### config.mk
export PLATFORM = sky130hd
export DESIGN_NAME = pfde_front
export DESIGN_NICKNAME = d
export VERILOG_FILES = /design/src/rtl/page_framebuffer_draw_engine_unit_macros.svh /design/src/rtl/pfde_pkg.sv /design/src/rtl/pfde_front.sv
export SDC_FILE = /design/constraint.sdc
export NUM_CORES = 1
export LEC_CHECK = 0
export ABC_CLOCK_PERIOD_IN_PS = 14200
export BUFFER_PORTS_ARGS = -buffer_cell sky130_fd_sc_hd__buf_4
export CAP_MARGIN = 20
export CORE_MARGIN = 2
export CORE_UTILIZATION = 59
export DETAILED_ROUTE_END_ITERATION = 8
export PLACE_DENSITY_LB_ADDON = 0.15
export SETUP_SLACK_MARGIN = 0.05
export SLEW_MARGIN = 30
export SYNTH_ARGS = -nofsm -noshare
export SYNTH_HDL_FRONTEND = slang
export SYNTH_SLANG_ARGS = --single-unit
### constraint.sdc
create_clock -name i_clk -period 14.2 [get_ports i_clk]
set_clock_uncertainty 0.2 [all_clocks]
set_input_delay 2.13 -clock i_clk [delete_from_list [all_inputs] [get_ports i_clk]]
set_output_delay 2.13 -clock i_clk [all_outputs]
set_load 0.02 [all_outputs]
### src/rtl/page_framebuffer_draw_engine_unit_macros.svh
// Assertion macros for the page frame buffer draw engine.
// No dependencies; included by the top level only.
`ifndef PAGE_FRAMEBUFFER_DRAW_ENGINE_UNIT_MACROS_SVH
`define PAGE_FRAMEBUFFER_DRAW_ENGINE_UNIT_MACROS_SVH

// Implication checked on every clock edge outside reset.
`define PFDE_ASSERT_IMPL(label, clk, rst_n, ante, cons, msg) \
    label: assert property (@(posedge clk) disable iff (!rst_n) (ante) |-> (cons)) \
        else $error(msg);

// Next-cycle implication checked outside reset.
`define PFDE_ASSERT_NEXT(label, clk, rst_n, ante, cons, msg) \
    label: assert property (@(posedge clk) disable iff (!rst_n) (ante) |=> (cons)) \
        else $error(msg);

`endif

### src/rtl/pfde_pkg.sv
// Shared types and constants for the page frame buffer draw engine.
// No dependencies.
`timescale 1ns / 1ps
package pfde_pkg;
    localparam int WIDTH_DEF  = 128;
    localparam int HEIGHT_DEF = 64;

    typedef enum logic [2:0] {
        ACT_SET   = 3'd0,
        ACT_CLR   = 3'd1,
        ACT_FILL  = 3'd2,
        ACT_CLEAR = 3'd3,
        ACT_LINE  = 3'd4,
        ACT_READ  = 3'd5,
        ACT_NOP6  = 3'd6,
        ACT_NOP7  = 3'd7
    } t_action;

    typedef enum logic [1:0] {
        REG_LEFT   = 2'd0,
        REG_TOP    = 2'd1,
        REG_RIGHT  = 2'd2,
        REG_BOTTOM = 2'd3
    } t_reg_idx;

    // Classified command handed from front to back.
    typedef struct packed {
        t_action    action;
        logic       reject;
        logic [7:0] x1;
        logic [7:0] y1;
        logic [7:0] x2;
        logic [7:0] y2;
        logic [9:0] addr;
    } t_cmd;

    typedef enum logic [2:0] {
        ST_CLEARMEM,
        ST_IDLE,
        ST_RMW_READ,
        ST_RMW_WRITE,
        ST_LINE_STEP,
        ST_READ_WAIT,
        ST_DONE
    } t_state;
endpackage

### src/rtl/pfde_front.sv
// Front end: offsets coordinates into the clip window, clips, checks start point.
// Depends on pfde_pkg.
`timescale 1ns / 1ps
module pfde_front
    import pfde_pkg::*;
(
    input  logic       i_clk,
    input  logic       i_rst_n,
    input  logic       i_valid,
    output logic       o_ready,
    input  logic [2:0] i_action,
    input  logic [7:0] i_pos_x1,
    input  logic [7:0] i_pos_y1,
    input  logic [7:0] i_pos_x2,
    input  logic [7:0] i_pos_y2,
    input  logic [9:0] i_byte_addr,
    input  logic [7:0] i_win_left,
    input  logic [7:0] i_win_top,
    input  logic [7:0] i_win_right,
    input  logic [7:0] i_win_bottom,
    output logic       o_cmd_valid,
    input  logic       i_cmd_ready,
    output t_cmd       o_cmd
);
    // Two-entry queue toward the back end.
    t_cmd       r_q [2];
    logic [1:0] r_cnt;
    logic       r_rd;
    logic       r_wr;
    t_cmd       w_cmd;
    logic [7:0] w_x1, w_y1, w_x2, w_y2;
    logic       w_push, w_pop;
    t_action    w_act;

    always_comb begin
        w_act = t_action'(i_action);
        w_x1 = i_pos_x1 + i_win_left;
        w_y1 = i_pos_y1 + i_win_top;
        w_x2 = i_pos_x2 + i_win_left;
        w_y2 = i_pos_y2 + i_win_top;
        w_cmd.action = w_act;
        w_cmd.x1 = w_x1;
        w_cmd.y1 = w_y1;
        w_cmd.addr = i_byte_addr;
        w_cmd.reject = (w_x1 > i_win_right) || (w_y1 > i_win_bottom);
        if (w_act == ACT_LINE) begin
            w_cmd.x2 = w_x2;
            w_cmd.y2 = w_y2;
            if (w_x1 < i_win_left || w_y1 < i_win_top) w_cmd.reject = 1'b1;
        end else begin
            // rectangle ends saturate to the window edge
            w_cmd.x2 = (w_x2 > i_win_right) ? i_win_right : w_x2;
            w_cmd.y2 = (w_y2 > i_win_bottom) ? i_win_bottom : w_y2;
        end
    end

    assign o_ready     = (r_cnt != 2'd2);
    assign w_push      = i_valid && o_ready;
    assign o_cmd_valid = (r_cnt != 2'd0);
    assign w_pop       = o_cmd_valid && i_cmd_ready;
    assign o_cmd       = r_q[r_rd];

    always_ff @(posedge i_clk) begin
        if (!i_rst_n) begin
            r_cnt <= '0;
            r_rd  <= 1'b0;
            r_wr  <= 1'b0;
        end else begin
            if (w_push) begin
                r_q[r_wr] <= w_cmd;
                r_wr <= ~r_wr;
            end
            if (w_pop) r_rd <= ~r_rd;
            r_cnt <= r_cnt + {1'b0, w_push} - {1'b0, w_pop};
        end
    end
endmodule

==> key figures <==
Clock tree
  – H-tree levels: 3
  – Clk root buf: clkbuf_8
  – CTS Hold Bufs: 0
  – Worst-skew pair later-pin latency: 0.37 ns
  – Max Root-Sink Buffers: 2
  – Post-CTS sizing: 0
  – Setup Buffers After CTS: 0
  – Clk slew on worst S/H paths: 0.10 ns
  – Num CTS Buffers: 9
  – TritonCTS clock tree: done
  – Sink Count: 97

Timing
  – Setup violation total in the final timing report: 0
  – F_max: 190 MHz
  – Hold slack: 0.357 ns
  – Setup TNS Final: 0 ns
  – Max-slew violations: 0
  – Final hold violation count: 0
  – Final period utilization: 37.1%
  – Crit path time final: 5.26 ns
  – Worst slew pin tran: 0.765 ns
  – Worst rel slew slack: 47.7%
  – Unrepaired setup endpoints after global routing: false

Detailed routing
  – Initial drt markers: 188
  – DR vias/cell: 5.48
  – # DRC: 0
  – Via count: 3988
  – Post-Route WL: 12.1 mm
  – DR pass1 iterations: 4
  – Drt wl/cell: 16.7 um
  – Post-DRT Antenna Nets: 0

Placed design
  – Placed cell count: 712
  – Half-perimeter wire length after placement: 9.29 mm
  – # port buffers: 128
  – GPL Wtd Cong: 0.858

Cells and area
  – Register Area: 2870 um2
  – Filler cells: 664
  – Fin cells: 728
  – Area delta synth->final: 23.0%
  – Area used by multi-input combinational logic: 2780 um2
  – Ant diodes: 0
  – Final nets: 749
  – Layout Utilization: 73.9%
  – Layout cell share with drive strength beyond 1: 36.3%

Global route
  – First-pass GRT wire length: 18.8 mm
  – Largest net degree at the start of global routing: 47
  – Total Routing Usage GR: 23.5%
  – Vias in the first global route: 3951
  – Total gr overflow: 0
  – Initial antenna violation count: 0

Die
  – Die area: 10700 um2
  – Width of the die: 103 um
  – Core region area: 9680 um2
  – Initial core utilization: 60.1%
  – Die Height: 103 um
  – FP Rows: 36
  – Total I/O pin count: 129

Synth
  – Syn. warnings: 0
  – Post-Syn Instances: 456
  – Net Count, Synth: 615
  – Register area share after synthesis: 49.2%
  – Yosys reg bits: 97
  – Synthesized area: 5820 um2
  – Post-Syn Area per Cell: 12.8 um2
  – Unique cell type count in the Yosys netlist: 36

Power and ir drop
  – Peak supply drop: 0.100 mV
  – Static Leak: 3.01 nW
  – PwrDens: 131 nW/um2

Worst hold path
  – Worst hold path class: reg2reg

Setup path
  – CP Launch Type: input pin
  – Worst path cell trace: buf_4 -> ha_1 -> fa_1 -> a21o_1 -> a21oi_1 -> o21bai_1 -> a21oi_1 -> xnor2_1 -> ha_1 -> o211ai_1 -> a21oi_1 -> a2111oi_0 -> a211oi_1 -> nand3_1
  – CP peak stage delay: 0.68 ns
  – Setup crit end kind: register
  – Worst Path Arrival: 5.28 ns
  – CP Class: in2reg
  – Worst path slowest cell: a2111oi_0
  – WP buf/inv: 1
  – CP max FO: 4
  – Worst EP required: 14.22 ns
  – CP top delay family: compound AO/OA/AOI/OAI gates
  – Crit-path most repeated cell: a21oi_1

Status
  – Status: finished clean

Flow run
  – Maxcap violations: 0
flip-flops by register name, summed over array words and instances (netlist names), named ones only:
signal,cells
r_rd,1
r_q,92
r_wr,1
r_cnt,2
layer usage:
layer	GRT usage [%]	vias to the layer above	wire, um
li1	-	1955	-
met1	29.8	1894	5190
met2	40.1	115	6020
met3	4.77	24	652
met4	8.40	0	269
met5	0	-	0
cells in the mapped netlist:
| cell type | count | share of area [%] |
|---|---|---|
| dfxtp_1 | 5 | 1.7 |
| clkbuf_1 | 6 | 0.39 |
| nand2_1 | 10 | 0.65 |
| or3_1 | 2 | 0.22 |
| nor3b_1 | 1 | 0.13 |
| xor2_1 | 8 | 1.2 |
| nand3_1 | 3 | 0.26 |
| a211oi_2 | 2 | 0.43 |
| or2_2 | 2 | 0.22 |
| a21o_1 | 6 | 0.77 |
| o21ba_2 | 1 | 0.17 |
| nor3_1 | 4 | 0.34 |
| o21a_1 | 4 | 0.52 |
| nor2b_1 | 11 | 1.2 |
| and4_1 | 1 | 0.15 |
| a31oi_1 | 2 | 0.22 |
| nand4_1 | 6 | 0.65 |
| nor2_1 | 14 | 0.90 |
| o31ai_1 | 1 | 0.13 |
| o21ai_0 | 20 | 1.7 |
| inv_1 | 41 | 2.6 |
| and2_1 | 4 | 0.43 |
| a21oi_1 | 29 | 2.5 |
| a2111oi_0 | 1 | 0.15 |
| edfxtp_1 | 92 | 47 |
| buf_2 | 1 | 0.086 |
| mux2_2 | 62 | 12 |
| o211ai_1 | 3 | 0.39 |
| xnor2_1 | 22 | 3.3 |
| fa_1 | 4 | 1.4 |
| nand2b_1 | 3 | 0.32 |
| ha_1 | 74 | 16 |
| a211oi_1 | 2 | 0.26 |
| o21bai_1 | 5 | 0.65 |
| o22ai_1 | 2 | 0.22 |
| o41ai_1 | 2 | 0.30 |
metrics by stage:
stage | worst slack, ns | instance area [um2] | total power, W
floorplan | 7.84 | 5820 | 0.000622
global placement | 8.65 | 6940 | 0.000737
detailed placement | 8.56 | 6940 | 0.000751
CTS | 8.92 | 7150 | 0.000938
global route | 8.80 | 7150 | 0.000985
finish | 8.94 | 7150 | 0.000934
layout by cell type, fill, tap and decap left out, types with 5 or more instances in the layout:
cell type  count
ha_1          74
nor2b_1       11
edfxtp_1      92
nand4_1        6
o21bai_1       5
xor2_1         8
buf_4        130
a21oi_1       29
mux2_2        62
inv_1         41
nor2_1        14
xnor2_1       22
o21ai_0       20
nand2_1       10
clkbuf_8      10
a21o_1         6
power breakdown:
group	leakage, nW	total, W	switching, W	internal, W
sequential	0.884	0.000384	0.0000245	0.000359
clock	0.101	0.000188	0.000100	0.0000884
combinational	2.03	0.000362	0.000186	0.000176
total	3.01	0.000934	0.000311	0.000623
cell families (layout without fill, tap and decap cells):
group                      count (synthesis)  count (layout)  synth area share, %
buffers and inverters                     48             187                 3.12
adders and majority gates                 78              78                 17.3
muxes                                     62              62                 12.0
DFF                                       97              97                 49.2
xor gates and xnor gates                  30              30                 4.52
AOI/OAI and AO/OA                         80              80                 8.41
and+or+nand+nor                           61              61                 5.44
path summary, 6_finish.rpt:
path / startpoint / end / slack (ns) / cells after the start
setup / recovery: i_pos_x1[0] / r_q[0][42]$_DFFE_PP_ / 8.94 / 14
hold / removal: r_rd$_SDFFE_PN0P_ / register / 0.36 / 2
setup reg to reg: r_cnt[1]$_SDFF_PN0_ / r_cnt[1]$_SDFF_PN0_ / 12.16 / 8
hold reg to reg: r_rd$_SDFFE_PN0P_ / register / 0.36 / 2
final cells by class:
class | count | area share (%)
inverter | 41 | 2.15
sequential | 97 | 40.1
tap | 133 | 2.33
clock buffer | 10 | 1.92
timing repair buffer | 130 | 13.6
clock inverter | 6 | 1.03
multi-input combinational | 311 | 38.9
worst min-delay path: cells and delay by family, from the launching register on:
| family | cells | cell delay (ns) |
|---|---|---|
| flip-flops | 1 | 0.34 |
| AND/OR/NAND/NOR | 1 | 0.05 |
| XOR/XNOR | 1 | 0.14 |
(Power assumes the default switching activity.)
